===== src/hdl/tlmc_pkg.sv =====
// shared types and constants for the traffic light mode controller
// request payload structs, register map and register reset values; no dependencies
package tlmc_pkg;

  localparam int unsigned REG_WIDTH  = 14;
  localparam int unsigned ADDR_WIDTH = 4;
  localparam int unsigned DATA_WIDTH = 32;

  // register indexes, byte address is 4 * index
  localparam logic [1:0] REG_RED    = 2'd0;
  localparam logic [1:0] REG_YELLOW = 2'd1;
  localparam logic [1:0] REG_GREEN  = 2'd2;

  localparam logic [REG_WIDTH-1:0] RED_TICKS_RST    = REG_WIDTH'(3000);
  localparam logic [REG_WIDTH-1:0] YELLOW_TICKS_RST = REG_WIDTH'(500);
  localparam logic [REG_WIDTH-1:0] GREEN_TICKS_RST  = REG_WIDTH'(2000);

  typedef struct packed {
    logic mode_press;
    logic speed_press;
  } tlmc_in_t;

  typedef struct packed {
    logic red_lamp;
    logic yellow_lamp;
    logic green_lamp;
  } tlmc_out_t;

  typedef struct packed {
    logic [REG_WIDTH-1:0] red_ticks;
    logic [REG_WIDTH-1:0] yellow_ticks;
    logic [REG_WIDTH-1:0] green_ticks;
  } tlmc_cfg_t;

endpackage


===== src/hdl/traffic_light_mode_controller.sv =====
// traffic light mode controller: one tick request in, one lamp request out
// lamps for a tick appear from the output register in the cycle after the tick is accepted
// throughput: one tick per cycle while the output is not stalled, with a single state update stage
// reset: durations 3000/500/2000, normal mode on red, normal speed, lamps dark, output empty
// depends on tlmc_pkg and tlmc_regs
module traffic_light_mode_controller #(
  parameter int unsigned TIME_WIDTH = 15
) (
  input  logic                            clk_i,
  input  logic                            rst_ni,
  input  logic                            in_valid_i,
  output logic                            in_stall_o,
  input  tlmc_pkg::tlmc_in_t              in_data_i,
  output logic                            out_valid_o,
  input  logic                            out_stall_i,
  output tlmc_pkg::tlmc_out_t             out_data_o,
  input  logic                            psel,
  input  logic                            penable,
  input  logic                            pwrite,
  input  logic [tlmc_pkg::ADDR_WIDTH-1:0] paddr,
  input  logic [tlmc_pkg::DATA_WIDTH-1:0] pwdata,
  output logic [tlmc_pkg::DATA_WIDTH-1:0] prdata,
  output logic                            pready
);
  import tlmc_pkg::*;

  typedef enum logic [1:0] {
    MODE_NORMAL = 2'd0,
    MODE_OFF    = 2'd1,
    MODE_ALARM  = 2'd2
  } mode_e;

  typedef enum logic [1:0] {
    SPEED_NORMAL = 2'd0,
    SPEED_FAST   = 2'd1,
    SPEED_SLOW   = 2'd2
  } speed_e;

  typedef enum logic [1:0] {
    COL_RED    = 2'd0,
    COL_YELLOW = 2'd1,
    COL_GREEN  = 2'd2
  } colour_e;

  typedef logic [TIME_WIDTH-1:0] time_t;

  tlmc_cfg_t cfg;

  tlmc_regs u_regs (
    .clk_i   (clk_i),
    .rst_ni  (rst_ni),
    .psel    (psel),
    .penable (penable),
    .pwrite  (pwrite),
    .paddr   (paddr),
    .pwdata  (pwdata),
    .prdata  (prdata),
    .pready  (pready),
    .cfg_o   (cfg)
  );

  mode_e     mode_q, mode_d;
  speed_e    speed_q, speed_d;
  speed_e    scale_q, scale_d;
  colour_e   colour_q, colour_d;
  colour_e   prev_q, prev_d;
  time_t     phase_q, phase_d;
  time_t     ycnt_q, ycnt_d;
  time_t     rcnt_q, rcnt_d;
  logic      ylvl_q, ylvl_d;
  logic      rlvl_q, rlvl_d;
  logic      out_valid_q;
  tlmc_out_t out_q, out_d;
  logic      accept;

  function automatic time_t scaled(input logic [REG_WIDTH-1:0] base, input speed_e sc);
    logic [REG_WIDTH:0] b;
    b = {1'b0, base};
    unique case (sc)
      SPEED_FAST: b = b >> 1;
      SPEED_SLOW: b = b << 1;
      default:    b = b;
    endcase
    return TIME_WIDTH'(b);
  endfunction

  assign in_stall_o  = out_valid_q && out_stall_i;
  assign accept      = in_valid_i && !in_stall_o;
  assign out_valid_o = out_valid_q;
  assign out_data_o  = out_q;

  always_comb begin
    mode_d   = mode_q;
    speed_d  = speed_q;
    scale_d  = scale_q;
    colour_d = colour_q;
    prev_d   = prev_q;
    phase_d  = phase_q;
    ycnt_d   = ycnt_q;
    rcnt_d   = rcnt_q;
    ylvl_d   = ylvl_q;
    rlvl_d   = rlvl_q;
    out_d    = out_q;

    // time base moves before the lamps; a speed press keeps the applied scale
    if (in_data_i.speed_press) begin
      unique case (speed_q)
        SPEED_NORMAL: speed_d = SPEED_FAST;
        SPEED_FAST:   speed_d = SPEED_SLOW;
        default:      speed_d = SPEED_NORMAL;
      endcase
    end else begin
      scale_d = speed_q;
    end

    if (in_data_i.mode_press) begin
      unique case (mode_q)
        MODE_NORMAL: mode_d = MODE_OFF;
        MODE_OFF:    mode_d = MODE_ALARM;
        default:     mode_d = MODE_NORMAL;
      endcase
      out_d = '0;
    end

    unique case (mode_d)
      MODE_NORMAL: begin
        unique case (colour_q)
          COL_RED:    out_d.red_lamp    = 1'b1;
          COL_YELLOW: out_d.yellow_lamp = 1'b1;
          default:    out_d.green_lamp  = 1'b1;
        endcase
        if (prev_q != colour_q) begin
          unique case (colour_q)
            COL_YELLOW: phase_d = scaled(cfg.yellow_ticks, scale_d);
            COL_GREEN:  phase_d = scaled(cfg.green_ticks, scale_d);
            default:    phase_d = scaled(cfg.red_ticks, scale_d);
          endcase
        end
        phase_d = phase_d - time_t'(1);
        prev_d  = colour_q;
        // dark tick at each colour change
        if (phase_d == '0) begin
          unique case (colour_q)
            COL_RED:    colour_d = COL_GREEN;
            COL_YELLOW: colour_d = COL_RED;
            default:    colour_d = COL_YELLOW;
          endcase
          out_d = '0;
        end
      end
      MODE_OFF: begin
        ycnt_d = ycnt_q - time_t'(1);
        if (ycnt_d == '0) begin
          ylvl_d = !ylvl_q;
          ycnt_d = scaled(cfg.yellow_ticks, scale_d);
        end
        out_d.yellow_lamp = ylvl_d;
      end
      default: begin
        rcnt_d = rcnt_q - time_t'(1);
        if (rcnt_d == '0) begin
          rlvl_d = !rlvl_q;
          rcnt_d = scaled(cfg.green_ticks, scale_d);
        end
        out_d.red_lamp = rlvl_d;
      end
    endcase
  end

  always_ff @(posedge clk_i or negedge rst_ni) begin
    if (!rst_ni) begin
      mode_q      <= MODE_NORMAL;
      speed_q     <= SPEED_NORMAL;
      scale_q     <= SPEED_NORMAL;
      colour_q    <= COL_RED;
      prev_q      <= COL_RED;
      phase_q     <= TIME_WIDTH'(3000);
      ycnt_q      <= TIME_WIDTH'(500);
      rcnt_q      <= TIME_WIDTH'(2000);
      ylvl_q      <= 1'b1;
      rlvl_q      <= 1'b1;
      out_q       <= '0;
      out_valid_q <= 1'b0;
    end else begin
      if (accept) begin
        mode_q   <= mode_d;
        speed_q  <= speed_d;
        scale_q  <= scale_d;
        colour_q <= colour_d;
        prev_q   <= prev_d;
        phase_q  <= phase_d;
        ycnt_q   <= ycnt_d;
        rcnt_q   <= rcnt_d;
        ylvl_q   <= ylvl_d;
        rlvl_q   <= rlvl_d;
        out_q    <= out_d;
      end
      // output register doubles as the lamp state
      if (accept) begin
        out_valid_q <= 1'b1;
      end else if (!out_stall_i) begin
        out_valid_q <= 1'b0;
      end
    end
  end

endmodule


===== src/hdl/tlmc_regs.sv =====
// apb register block holding the three base durations
// depends on tlmc_pkg for the register map and the config struct
module tlmc_regs (
  input  logic                            clk_i,
  input  logic                            rst_ni,
  input  logic                            psel,
  input  logic                            penable,
  input  logic                            pwrite,
  input  logic [tlmc_pkg::ADDR_WIDTH-1:0] paddr,
  input  logic [tlmc_pkg::DATA_WIDTH-1:0] pwdata,
  output logic [tlmc_pkg::DATA_WIDTH-1:0] prdata,
  output logic                            pready,
  output tlmc_pkg::tlmc_cfg_t             cfg_o
);
  import tlmc_pkg::*;

  tlmc_cfg_t  cfg_q;
  logic [1:0] reg_idx;
  logic       wr_en;

  assign reg_idx = paddr[3:2];
  assign wr_en   = psel && penable && pwrite;
  assign pready  = 1'b1;
  assign cfg_o   = cfg_q;

  always_ff @(posedge clk_i or negedge rst_ni) begin
    if (!rst_ni) begin
      cfg_q.red_ticks    <= RED_TICKS_RST;
      cfg_q.yellow_ticks <= YELLOW_TICKS_RST;
      cfg_q.green_ticks  <= GREEN_TICKS_RST;
    end else if (wr_en) begin
      unique case (reg_idx)
        REG_RED:    cfg_q.red_ticks    <= pwdata[REG_WIDTH-1:0];
        REG_YELLOW: cfg_q.yellow_ticks <= pwdata[REG_WIDTH-1:0];
        REG_GREEN:  cfg_q.green_ticks  <= pwdata[REG_WIDTH-1:0];
        default: ;
      endcase
    end
  end

  always_comb begin
    unique case (reg_idx)
      REG_RED:    prdata = DATA_WIDTH'(cfg_q.red_ticks);
      REG_YELLOW: prdata = DATA_WIDTH'(cfg_q.yellow_ticks);
      REG_GREEN:  prdata = DATA_WIDTH'(cfg_q.green_ticks);
      default:    prdata = '0;
    endcase
  end

endmodule


===== config.mk =====
export PLATFORM = sky130hd
export DESIGN_NAME = traffic_light_mode_controller
export DESIGN_NICKNAME = d
export VERILOG_FILES = /design/src/hdl/tlmc_pkg.sv /design/src/hdl/traffic_light_mode_controller.sv /design/src/hdl/tlmc_regs.sv
export SDC_FILE = /design/constraint.sdc
export NUM_CORES = 1
export LEC_CHECK = 0
export BUFFER_PORTS_ARGS = -buffer_cell sky130_fd_sc_hd__buf_2
export CAP_MARGIN = 10
export CORE_MARGIN = 2
export CORE_UTILIZATION = 30
export DETAILED_ROUTE_END_ITERATION = 12
export SETUP_SLACK_MARGIN = 0.1
export SLEW_MARGIN = 20
export SYNTH_ARGS = -nofsm -noshare
export SYNTH_HDL_FRONTEND = slang
export SYNTH_SLANG_ARGS = --single-unit

===== constraint.sdc =====
create_clock -name clk_i -period 9.2 [get_ports clk_i]
set_input_delay 0 -clock clk_i [delete_from_list [all_inputs] [get_ports clk_i]]
set_output_delay 0 -clock clk_i [all_outputs]
set_load 0.03 [all_outputs]

==> load_flow_metrics.sql, run 1 <==
INSERT INTO impl_metrics (metric_group, metric, value, unit) VALUES
('timing', 'setup-tns-final', '0', 'ns'),
('worst_setup_path', 'timing.critical_path.arrival', '4.84', 'ns'),
('logic_synthesis', 'ys_seq_area_frac', '0.357', ''),
('timing', 'clock.fmax', '216', 'MHz'),
('power_and_ir_drop', 'cellLeakagePower', '3.22', 'nW'),
('floorplan', 'floorplan.initialDensity', '0.305', ''),
('cts', 'insertion_delay', '0.37', 'ns'),
('layout', 'syn2layout_area_growth', '11.8', '%'),
('floorplan', 'row_count', '57', ''),
('layout', 'nNetsFinal', '937', ''),
('placement', 'placement.io_buffers', '43', ''),
('layout', 'design_area', '8230', 'um2'),
('worst_setup_path', 'worstPathRequired', '9.41', 'ns'),
('placement', 'post_dp_cell_area', '7730', 'um2'),
('timing', 'worst_slew_pin_tran', '0.947', 'ns'),
('logic_synthesis', 'most_instantiated_flip_flop_cell_in_the_synthesis_netlist', 'sky130_fd_sc_hd__dfrtp_1', ''),
('power_and_ir_drop', 'irDropWorstVdd', '0.000151', 'V'),
('detailed_routing', 'totalWireLength', '20400', 'um'),
('detailed_routing', 'drt_iter0_drc', '527', ''),
('cts', 'postCtsResizedCells', '0', ''),
('global_route', 'global_route.overflow_total', '0', ''),
('timing', 'remaining_max_slew_budget_at_the_tightest_pin', '0.364', ''),
('outcome', 'outcome', 'finished clean', ''),
('global_route', 'global_route_wire_length_before_repair', '33200', 'um'),
('layout', 'layoutNonFillerInstCount', '1210', ''),
('cts', 'number_of_buffers_created_by_cts', '9', ''),
('floorplan', 'coreArea', '24200', 'um2'),
('detailed_routing', 'wl_met2', '9110', 'um'),
('layout', 'final_core_util', '0.341', ''),
('logic_synthesis', 'mappedNetlistArea', '7370', 'um2'),
('floorplan', 'die_area', '25800', 'um2'),
('job', 'max_cap_viol', '0', ''),
('cts', 'cts.hold.buffers_added', '18', ''),
('cts', 'tritoncts', 'built', ''),
('logic_synthesis', 'warnings_synthesis', '0', ''),
('detailed_routing', 'wirelength_met1', '9640', 'um'),
('cts', 'cts.root.buffer_cell', 'sky130_fd_sc_hd__clkbuf_16', ''),
('layout', 'drive_above_1_share', '0.204', ''),
('detailed_routing', 'top_layer_used', 'met4', ''),
('placement', 'dp_hpwl', '14300', 'um'),
('floorplan', 'floorplan.io_pins', '83', ''),
('logic_synthesis', 'synth-edff-count', '0', ''),
('logic_synthesis', 'synth-async-reset-ratio', '1.00', ''),
('worst_setup_path', 'startpoint_type', 'flop', ''),
('cts', 'ctsHtreeMaxLevel', '3', ''),
('cts', 'ctsLongestPathBuffers', '2', ''),
('detailed_routing', 'vias', '6489', ''),
('timing', 'setup_viol', '0', ''),
('timing', 'finalMaxSlewViolations', '0', ''),
('cts', 'postCtsSetupRepairBufs', '0', ''),
('global_route', 'grt_pass1_vias', '6075', ''),
('logic_synthesis', 'synth.ff_latch_count', '103', ''),
('detailed_routing', 'detail_route.first_pass.iterations', '5', ''),
('worst_setup_path', 'setup.worst_path.end_class', 'flop', ''),
('detailed_routing', 'met3_wirelength', '1080', 'um'),
('worst_setup_path', 'critical_path_peak_fanout', '67', ''),
('global_route', 'global_route.usage.total', '0.159', ''),
('timing', 'final-hold-violation-count', '0', ''),
('cts', 'worst_setup_hold_path_clk_slew', '0.07', 'ns'),
('global_route', 'antenna_found_initial', '0', ''),
('logic_synthesis', 'synth.lib_cells_used.distinct', '79', ''),
('cts', 'clkSinkCount', '103', ''),
('layout', 'most_frequent_standard_cell_in_the_layout_excluding_fill_and_tap_cells', 'sky130_fd_sc_hd__nand2_1', ''),
('min_path', 'holdCritPathClass', 'primary input to flop', ''),
('layout', 'final_cell_mix', 'sky130_fd_sc_hd__nand2_1, sky130_fd_sc_hd__o21ai_0, sky130_fd_sc_hd__a21oi_1, sky130_fd_sc_hd__dfrtp_1, sky130_fd_sc_hd__nor2_1', ''),
('global_route', 'grt_start_max_net_pins', '68', ''),
('floorplan', 'chipHeight', '161', 'um'),
('logic_synthesis', 'post_synth.cell_area_avg', '8.61', 'um2'),
('timing', 'setup_repair_after_global_routing_missed_its_margin', 'false', ''),
('detailed_routing', 'post-route-drc-count', '0', ''),
('timing', 'min_period', '4.62', 'ns');
## cells in the mapped netlist (13+ instances only)
cell                       instances  area share
sky130_fd_sc_hd__a21oi_1          67       0.046
sky130_fd_sc_hd__a22oi_1          30       0.031
sky130_fd_sc_hd__buf_4            22       0.022
sky130_fd_sc_hd__clkbuf_1         33       0.017
sky130_fd_sc_hd__dfrtp_1          63        0.21
sky130_fd_sc_hd__dfstp_2          40        0.14
sky130_fd_sc_hd__inv_1            25       0.013
sky130_fd_sc_hd__mux2_2           41       0.063
sky130_fd_sc_hd__mux2i_1          21       0.029
sky130_fd_sc_hd__nand2_1         101       0.051
sky130_fd_sc_hd__nand2b_1         13       0.011
sky130_fd_sc_hd__nand3_1          24       0.016
sky130_fd_sc_hd__nor2_1           58       0.030
sky130_fd_sc_hd__nor3_1           22       0.015
sky130_fd_sc_hd__o211ai_1         13       0.013
sky130_fd_sc_hd__o21ai_0          76       0.052
sky130_fd_sc_hd__xnor2_1          14       0.017
## registers in the layout, indices dropped and copies added, names as in the netlist
register / flops
phase_q: 15
ylvl_q: 1
ycnt_q: 15
colour_q: 2
scale_q: 2
u_regs.cfg_o: 42
mode_q: 2
speed_q: 2
prev_q: 2
rcnt_q: 15
rlvl_q: 1
out_valid_o: 1
out_data_o: 3
## power breakdown
part	switching (mW)	total, mW	leakage, nW	internal (mW)
sequential	0.196	0.845	1.22	0.649
clock	0.184	0.425	0.150	0.241
combinational	0.859	1.38	1.85	0.516
total	1.24	2.64	3.22	1.41
## cells by family after synthesis
group	synth area share
buffers and inverters	0.0681
muxes	0.0961
DFF	0.357
other	0.00102
AOI/OAI and AO/OA	0.235
adders and majority gates	0.0187
and+or+nand+nor	0.198
xor gates and xnor gates	0.0262
## stage by stage
stage                     worst slack, ns  power [mW]  hold slack (ns)
after global routing                 4.13        2.84            0.104
after floorplan                      5.53        1.89           -0.296
after CTS                            4.56        2.64           0.0392
after global placement               4.60        2.18           0.0566
after detailed placement             4.57        2.20           0.0557
final                                4.58        2.64           0.0586
## layout make-up
cell class                 count  area [um2]
clock inverter                 6        92.6
fill                        2521       15900
tap                          324         405
multi-input combinational    672        4320
sequential                   103        2630
inverter                      25        93.8
timing repair buffer          70         465
clock buffer                  10         229
## critical path: stages (launching register included)
cell and delay (ns):
sky130_fd_sc_hd__dfrtp_1 0.40, sky130_fd_sc_hd__mux2i_1 0.26, sky130_fd_sc_hd__inv_1 0.08, sky130_fd_sc_hd__ha_2 0.32
sky130_fd_sc_hd__buf_4 0.50, sky130_fd_sc_hd__nand2b_1 0.38, sky130_fd_sc_hd__o221ai_1 0.40, sky130_fd_sc_hd__nor2_1 0.08
sky130_fd_sc_hd__a21oi_1 0.19, sky130_fd_sc_hd__ha_1 0.33, sky130_fd_sc_hd__o211ai_1 0.17, sky130_fd_sc_hd__or2_0 0.34
sky130_fd_sc_hd__or2_2 0.34, sky130_fd_sc_hd__nor4b_1 0.40, sky130_fd_sc_hd__xor2_1 0.18, sky130_fd_sc_hd__o21ai_0 0.08
## final timing paths
check	start	endpoint	slack, ns	cells past startpoint
worst max-delay path	speed_q[1]	phase_q[14]	4.58	15
worst min-delay path	in_data_i[1]	mode_q[0]	0.06	3
worst max register to register	speed_q[1]	phase_q[14]	4.58	15
worst min register to register	phase_q[7]	phase_q[7]	0.46	2
max in group asynchronous	rst_ni	rcnt_q[11]	7.86	3
min in group asynchronous	rst_ni	ycnt_q[3]	0.17	2
## metal layers
layer  vias up  track usage
met5         -            0
met4         0       0.0633
met3        25       0.0196
met2       203        0.248
met1      3127        0.226
li1       3134            -
Note: power is estimated with default switching activity, not from simulation.
==> run 2, diff against run 1 <==
==> constraint.sdc (replaced) <==
create_clock -name clk_i -period 4.81 [get_ports clk_i]
set_input_delay 0 -clock clk_i [delete_from_list [all_inputs] [get_ports clk_i]]
set_output_delay 0 -clock clk_i [all_outputs]
set_load 0.03 [all_outputs]
==> run 2 against run 1 <==
Compared with the run above:
- flip-flop and latch count unchanged
- die area unchanged
- total power up 92%
- register-to-register slack got worse by 4.1 ns
- global-route usage up 0.24 points
- setup slack worse by 4.1 ns
- maximum frequency is 7.0% higher
- routed wire length rose by 0.94%
- first-iteration DRC count grew 10%
- critical path type unchanged
- largest cell class unchanged
- highest routed layer unchanged
==> load_flow_metrics.sql, run 2 (synthesis gave the netlist of run 1 again) <==
INSERT INTO impl_metrics (metric_group, metric, value, unit) VALUES
('outcome', 'outcome', 'finished clean', ''),
('detailed_routing', 'totalWireLength', '20500', 'um'),
('layout', 'final_cell_mix', 'sky130_fd_sc_hd__nand2_1, sky130_fd_sc_hd__o21ai_0, sky130_fd_sc_hd__a21oi_1, sky130_fd_sc_hd__dfrtp_1, sky130_fd_sc_hd__nor2_1', ''),
('placement', 'placement.io_buffers', '43', ''),
('worst_setup_path', 'worstPathRequired', '5.05', 'ns'),
('job', 'max_cap_viol', '0', ''),
('layout', 'nNetsFinal', '949', ''),
('timing', 'setup-tns-final', '0', 'ns'),
('placement', 'globalplace.congestion', '0.903', ''),
('worst_setup_path', 'timing_worst_setup_path_type', 'flop to flop', ''),
('cts', 'postCtsSetupRepairBufs', '0', ''),
('worst_setup_path', 'reg2reg_setup_slack', '0.49', 'ns'),
('global_route', 'grt_start_max_net_pins', '62', ''),
('power_and_ir_drop', 'power.combinational.fraction', '0.540', ''),
('floorplan', 'floorplan.io_pins', '83', ''),
('layout', 'fill_cells', '2506', ''),
('placement', 'post_dp_cell_area', '7840', 'um2'),
('timing', 'final-hold-violation-count', '0', ''),
('cts', 'number_of_buffers_created_by_cts', '9', ''),
('detailed_routing', 'detail_route.first_pass.iterations', '5', ''),
('power_and_ir_drop', 'p_sw', '2.39', 'mW'),
('floorplan', 'die_area', '25800', 'um2'),
('timing', 'remaining_max_slew_budget_at_the_tightest_pin', '0.289', ''),
('cts', 'cts.root.buffer_cell', 'sky130_fd_sc_hd__clkbuf_16', ''),
('cts', 'tritoncts', 'built', ''),
('power_and_ir_drop', 'power.switching_fraction', '0.471', ''),
('detailed_routing', 'viasPerCell', '5.32', ''),
('floorplan', 'row_count', '57', ''),
('timing', 'postLayoutSetupSlackWorst', '0.486', 'ns'),
('global_route', 'antenna_found_initial', '0', ''),
('worst_setup_path', 'r2r-start', 'speed_q[0]', ''),
('cts', 'clkSinkCount', '103', ''),
('layout', 'antenna-diode-count', '0', ''),
('cts', 'worst_setup_hold_path_clk_slew', '0.07', 'ns'),
('cts', 'insertion_delay', '0.36', 'ns'),
('power_and_ir_drop', 'cellLeakagePower', '3.27', 'nW'),
('layout', 'syn2layout_area_growth', '12.8', '%'),
('detailed_routing', 'drt_iter0_drc', '580', ''),
('placement', 'dp_hpwl', '14900', 'um'),
('detailed_routing', 'wire_per_inst', '16.8', 'um'),
('min_path', 'holdCritPathClass', 'primary input to flop', ''),
('worst_setup_path', 'timing.critical_path.arrival', '4.57', 'ns'),
('timing', 'worst_slew_pin_tran', '1.07', 'ns'),
('detailed_routing', 'vias', '6501', ''),
('layout', 'design_area', '8310', 'um2'),
('floorplan', 'coreArea', '24200', 'um2'),
('floorplan', 'floorplan.initialDensity', '0.305', ''),
('placement', 'placed_instance_count', '1189', ''),
('worst_setup_path', 'rr_worst_depth', '15', ''),
('power_and_ir_drop', 'pwr_density_cell', '610', 'nW/um2'),
('worst_setup_path', 'critical_path_peak_fanout', '14', ''),
('timing', 'min_period', '4.32', 'ns'),
('layout', 'layoutNonFillerInstCount', '1222', ''),
('floorplan', 'chipHeight', '161', 'um'),
('min_path', 'holdPathEnd', 'speed_q[1]', ''),
('cts', 'ctsLongestPathBuffers', '2', ''),
('timing', 'clock.fmax', '231', 'MHz'),
('floorplan', 'floorplan.die.width', '161', 'um'),
('worst_setup_path', 'startpoint_type', 'flop', ''),
('layout', 'most_frequent_standard_cell_in_the_layout_excluding_fill_and_tap_cells', 'sky130_fd_sc_hd__nand2_1', ''),
('placement', 'pre_cts_slack', '0.428', 'ns'),
('global_route', 'global_route.overflow_total', '0', ''),
('worst_setup_path', 'setup.worst_path.end_class', 'flop', ''),
('timing', 'setup_repair_after_global_routing_missed_its_margin', 'false', ''),
('global_route', 'grt_pass1_vias', '6090', ''),
('timing', 'skew', '0.00656', 'ns'),
('power_and_ir_drop', 'irDropWorstVdd', '0.000229', 'V'),
('global_route', 'global_route_wire_length_before_repair', '33500', 'um'),
('timing', 'setup_viol', '0', ''),
('layout', 'largest_reg_flops', '42', ''),
('timing', 'final_min_period_over_clock_period', '0.899', ''),
('worst_setup_path', 'r2r_end', 'colour_q[0]', ''),
('power_and_ir_drop', 'p_int', '2.68', 'mW'),
('power_and_ir_drop', 'clkPwrFrac', '0.140', ''),
('detailed_routing', 'post-route-drc-count', '0', ''),
('layout', 'drive_above_1_share', '0.217', ''),
('power_and_ir_drop', 'pwr-share-seq', '0.320', ''),
('min_path', 'hold_start', 'in_data_i[0]', ''),
('cts', 'ctsHtreeMaxLevel', '3', ''),
('global_route', 'global_route.usage.total', '0.162', ''),
('detailed_routing', 'detail-route-antenna-nets', '0', ''),
('min_path', 'holdPathStages', '4', ''),
('timing', 'finalMaxSlewViolations', '0', '');
## run 2: layer usage
layer	routed length, um	track usage	up-vias	part of all wire
li1	-	-	3156	-
met1	9940	0.235	3107	0.48
met2	9120	0.245	208	0.44
met3	881	0.0183	30	0.043
met4	608	0.0649	0	0.030
met5	0	0	-	0
## run 2: stage by stage
stage | util | power (mW) | hold WS, ns
2_1_floorplan | - | 3.61 | -0.296
3_3_place_gp | 0.324 | 4.27 | 0.125
3_5_place_dp | 0.324 | 4.30 | 0.131
4_1_cts | 0.343 | 5.04 | 0.00876
5_1_grt | 0.344 | 5.48 | 0.0338
6_report | 0.344 | 5.07 | 0.0217
## run 2: worst max path at each step
stage | slack, ns | cells past startpoint | startpoint | endpoint
final | 0.49 | 15 | speed_q[0] | colour_q[0]
after global routing | 0.15 | 15 | speed_q[0] | colour_q[0]
after CTS | 0.42 | 15 | speed_q[1] | colour_q[1]
after detailed placement | 0.43 | 15 | speed_q[1] | colour_q[0]
after global placement | 0.44 | 15 | speed_q[1] | colour_q[1]
after floorplan | 1.14 | 14 | speed_q[1] | colour_q[0]
## run 2: final cells by class
cell class / instances / area [um2] / share of cell area
clock buffer: 9 / 225 / 0.0271
clock inverter: 7 / 56.3 / 0.00677
inverter: 25 / 93.8 / 0.0113
multi-input combinational: 672 / 4340 / 0.522
sequential: 103 / 2630 / 0.316
tap: 324 / 405 / 0.0488
timing repair buffer: 82 / 566 / 0.0680
## run 2: power groups by stage
stage	sequential, mW	combinational, mW	clock [mW]
CTS	1.61	2.70	0.729
global placement	1.61	2.67	0
global route	1.67	3.05	0.760
detailed placement	1.61	2.69	0
floorplan	1.50	2.10	0
finish	1.62	2.74	0.711
## run 2: critical path, stage by stage (launching register included)
cell and delay [ns]:
sky130_fd_sc_hd__dfrtp_1 0.41, sky130_fd_sc_hd__mux2i_2 0.29, sky130_fd_sc_hd__inv_1 0.08, sky130_fd_sc_hd__ha_1 0.41
sky130_fd_sc_hd__a22oi_1 0.32, sky130_fd_sc_hd__o211ai_1 0.17, sky130_fd_sc_hd__o221ai_1 0.34, sky130_fd_sc_hd__nor2_1 0.07
sky130_fd_sc_hd__a21oi_1 0.19, sky130_fd_sc_hd__ha_1 0.33, sky130_fd_sc_hd__o211ai_1 0.17, sky130_fd_sc_hd__or2_0 0.34
sky130_fd_sc_hd__o31a_1 0.31, sky130_fd_sc_hd__a211oi_2 0.23, sky130_fd_sc_hd__nand4b_1 0.17, sky130_fd_sc_hd__mux2_1 0.34
## run 2: timing repair
item | 4_1_cts | 5_1_grt
gates resized for setup | 0 | 2
hold endpoints to repair | 75 | 0
hold buffers | 17 | 0
endpoints found under the setup margin | 0 | 4
==> run 3, diff against run 2 <==
--- a/config.mk
+++ b/config.mk
@@ -11,7 +11,7 @@
 export CORE_UTILIZATION = 30
 export DETAILED_ROUTE_END_ITERATION = 12
 export SETUP_SLACK_MARGIN = 0.1
-export SLEW_MARGIN = 20
+export SLEW_MARGIN = 10
 export SYNTH_ARGS = -nofsm -noshare
 export SYNTH_HDL_FRONTEND = slang
 export SYNTH_SLANG_ARGS = --single-unit
==> constraint.sdc (replaced) <==
create_clock -name clk_i -period 3.7 [get_ports clk_i]
set_input_delay 0 -clock clk_i [delete_from_list [all_inputs] [get_ports clk_i]]
set_output_delay 0 -clock clk_i [all_outputs]
set_load 0.03 [all_outputs]
==> run 3 against run 2 <==
Compared with the run above:
- the run now ends with setup timing left
- routed wire length up 12%
- setup slack lost 0.57 ns
- non-clock buffer count increased by 127
- count of clock-buffer cells in the layout increased by 1
- final cell count up 10%
- largest power group unchanged
- highest routed layer unchanged
==> load_flow_metrics.sql, run 3 (synthesis gave the netlist of run 1 again) <==
INSERT INTO impl_metrics (metric_group, metric, value, unit) VALUES
('worst_setup_path', 'worst_path_cell_with_the_longest_stage_delay', 'sky130_fd_sc_hd__dfrtp_1', ''),
('detailed_routing', 'detail-route-antenna-nets', '0', ''),
('global_route', 'global_route.usage.met2', '0.266', ''),
('worst_setup_path', 'worstPathRequired', '3.94', 'ns'),
('worst_setup_path', 'timing.critical_path.cells', 'mux2i_4 > buf_4 > ha_4 > buf_6 > inv_2 > nor3_1 > buf_4 > nor4_4 > nor2_1 > inv_1 > ha_2 > o211ai_1 > or2_4 > o32ai_1 > nor3_1 > nand4b_1 > mux2_4', ''),
('global_route', 'grt_start_max_net_pins', '40', ''),
('detailed_routing', 'totalWireLength', '22900', 'um'),
('worst_setup_path', 'startpoint_type', 'flop', ''),
('cts', 'number_of_buffers_created_by_cts', '9', ''),
('detailed_routing', 'vias', '7165', ''),
('floorplan', 'row_count', '57', ''),
('detailed_routing', 'detail_route.first_pass.iterations', '7', ''),
('job', 'max_cap_viol', '0', ''),
('worst_setup_path', 'timing.critical_path.arrival', '4.03', 'ns'),
('placement', 'placement.io_buffers', '43', ''),
('min_path', 'holdCritPathClass', 'primary input to flop', ''),
('floorplan', 'floorplan.die.width', '161', 'um'),
('power_and_ir_drop', 'design_power_total', '8.31', 'mW'),
('global_route', 'global_route.usage.total', '0.175', ''),
('cts', 'ctsHtreeMaxLevel', '3', ''),
('detailed_routing', 'wire_per_inst', '17.0', 'um'),
('global_route', 'gr-usage-met3', '0.0222', ''),
('cts', 'tritoncts', 'built', ''),
('outcome', 'outcome', 'complete, but fails checks', ''),
('layout', 'area_of_combinational_cells_with_multiple_inputs', '4650', 'um2'),
('timing', 'setup_repair_after_global_routing_missed_its_margin', 'true', ''),
('worst_setup_path', 'timing_worst_setup_path_type', 'flop to flop', ''),
('detailed_routing', 'drt_iter0_drc', '735', ''),
('timing', 'final_min_period_over_clock_period', '1.02', ''),
('layout', 'final_cell_mix', 'sky130_fd_sc_hd__buf_4, sky130_fd_sc_hd__nand2_1, sky130_fd_sc_hd__o21ai_0, sky130_fd_sc_hd__dfrtp_1, sky130_fd_sc_hd__a21oi_1', ''),
('power_and_ir_drop', 'irDropWorstVdd', '0.000370', 'V'),
('floorplan', 'die_area', '25800', 'um2'),
('worst_setup_path', 'critical-path-top-delay-family', 'simple AND/OR/NAND/NOR gates', ''),
('power_and_ir_drop', 'cellLeakagePower', '3.99', 'nW'),
('worst_setup_path', 'cpPeakStageDelay', '0.41', 'ns'),
('global_route', 'global_route_wire_length_before_repair', '36100', 'um'),
('outcome', 'failed_checks', 'setup timing', ''),
('layout', 'regArea', '2630', 'um2'),
('floorplan', 'coreArea', '24200', 'um2'),
('placement', 'dp_hpwl', '16400', 'um'),
('timing', 'remaining_max_slew_budget_at_the_tightest_pin', '0.324', ''),
('detailed_routing', 'post-route-drc-count', '0', ''),
('timing', 'setup-tns-final', '-0.172', 'ns'),
('timing', 'skew', '0.0133', 'ns'),
('global_route', 'globalRouteMet1Util', '0.253', ''),
('floorplan', 'floorplan.initialDensity', '0.305', ''),
('timing', 'final-hold-violation-count', '0', ''),
('worst_setup_path', 'critical_path_cell_count', '17', ''),
('worst_setup_path', 'critical_path_peak_fanout', '11', ''),
('layout', 'antenna-diode-count', '0', ''),
('layout', 'drive_above_1_share', '0.361', ''),
('placement', 'globalplace.congestion', '0.915', ''),
('global_route', 'grt_pass1_vias', '6646', ''),
('detailed_routing', 'viasPerCell', '5.31', ''),
('timing', 'min_period', '3.78', 'ns'),
('cts', 'clkSinkCount', '103', ''),
('power_and_ir_drop', 'pwr_density_cell', '858', 'nW/um2'),
('cts', 'ctsLongestPathBuffers', '2', ''),
('worst_setup_path', 'setup.worst_path.end_class', 'flop', ''),
('floorplan', 'chipHeight', '161', 'um'),
('global_route', 'antenna_found_initial', '0', ''),
('floorplan', 'floorplan.io_pins', '83', ''),
('worst_setup_path', 'critical_path_buf_inv_count', '5', ''),
('global_route', 'global_route.overflow_total', '0', ''),
('global_route', 'grt-busiest-layer', 'met2', ''),
('timing', 'setup_viol', '3', ''),
('layout', 'fill_cells', '2378', ''),
('cts', 'worst_setup_hold_path_clk_slew', '0.08', 'ns'),
('layout', 'syn2layout_area_growth', '31.4', '%'),
('timing', 'finalMaxSlewViolations', '0', ''),
('cts', 'insertion_delay', '0.36', 'ns'),
('layout', 'most_frequent_standard_cell_in_the_layout_excluding_fill_and_tap_cells', 'sky130_fd_sc_hd__buf_4', ''),
('layout', 'nNetsFinal', '1076', ''),
('cts', 'cts.root.buffer_cell', 'sky130_fd_sc_hd__clkbuf_16', ''),
('timing', 'clock.fmax', '264', 'MHz'),
('timing', 'postLayoutSetupSlackWorst', '-0.0847', 'ns'),
('timing', 'worst_slew_pin_tran', '1.01', 'ns'),
('worst_setup_path', 'rr_worst_depth', '17', ''),
('layout', 'largest_reg_flops', '42', ''),
('min_path', 'holdPathStages', '4', '');
-- run 3: layer usage --
| metal | vias to the layer above | share of wire |
|---|---|---|
| li1 | 3410 | - |
| met1 | 3438 | 0.47 |
| met2 | 273 | 0.44 |
| met3 | 44 | 0.062 |
| met4 | 0 | 0.032 |
| met5 | - | 0 |
-- run 3: metrics by stage --
stage | hold slack, ns | instances | worst slack, ns | instance area (um2) | utilization
after floorplan | -0.296 | 872 | 0.103 | 7480 | -
after global placement | -0.0564 | 1285 | -0.153 | 8620 | 0.357
after detailed placement | -0.0549 | 1285 | -0.263 | 8620 | 0.357
after CTS | 0.0136 | 1338 | -0.00697 | 9440 | 0.390
after global routing | 0.0710 | 1349 | -0.273 | 9680 | 0.400
final | 0.0263 | 1349 | -0.0847 | 9680 | 0.400
-- run 3: final cells by class --
type / count / share of cell area
repair buffers: 209 / 0.164
inverters: 25 / 0.0101
flip-flops and latches: 103 / 0.271
clock buffers: 10 / 0.0247
well taps: 324 / 0.0419
multi-input cells: 672 / 0.481
clock inverters: 6 / 0.00775
-- run 3: worst reg2reg max path, stage by stage, from the launching register on --
cell                       delay (ns)
sky130_fd_sc_hd__dfrtp_1         0.41
sky130_fd_sc_hd__mux2i_4         0.18
sky130_fd_sc_hd__buf_4           0.16
sky130_fd_sc_hd__ha_4            0.24
sky130_fd_sc_hd__buf_6           0.16
sky130_fd_sc_hd__inv_2           0.09
sky130_fd_sc_hd__nor3_1          0.06
sky130_fd_sc_hd__buf_4           0.14
sky130_fd_sc_hd__nor4_4          0.34
sky130_fd_sc_hd__nor2_1          0.10
sky130_fd_sc_hd__inv_1           0.07
sky130_fd_sc_hd__ha_2            0.20
sky130_fd_sc_hd__o211ai_1        0.16
sky130_fd_sc_hd__or2_4           0.32
sky130_fd_sc_hd__o32ai_1         0.31
sky130_fd_sc_hd__nor3_1          0.11
sky130_fd_sc_hd__nand4b_1        0.27
sky130_fd_sc_hd__mux2_4          0.34
-- run 3: power by group --
| group | total, mW | leakage [nW] | switching, mW | internal, mW |
|---|---|---|---|---|
| sequential | 2.12 | 1.22 | 0.508 | 1.61 |
| clock | 1.02 | 0.151 | 0.465 | 0.553 |
| combinational | 5.17 | 2.62 | 2.69 | 2.47 |
| total | 8.31 | 3.99 | 3.67 | 4.64 |
-- run 3: worst paths after layout --
| path | start | end | slack (ns) |
|---|---|---|---|
| hold reg to reg | phase_q[9] | phase_q[9] | 0.47 |
| setup / recovery | speed_q[0] | colour_q[0] | -0.08 |
| max in group asynchronous | rst_ni | rlvl_q | 2.72 |
| hold / removal | in_data_i[0] | speed_q[1] | 0.03 |
| min in group asynchronous | rst_ni | u_regs.cfg_o[1] | 0.09 |
| setup reg to reg | speed_q[0] | colour_q[0] | -0.08 |
-- run 3: timing repair --
| action | CTS | global route |
|---|---|---|
| hold buffers | 17 | 0 |
| endpoints found under the setup margin | 7 | 7 |
| pin swaps | 15 | 19 |
| resized for setup | 41 | 38 |
| endpoints found under the hold margin | 70 | 0 |
| setup buffers | 20 | 12 |
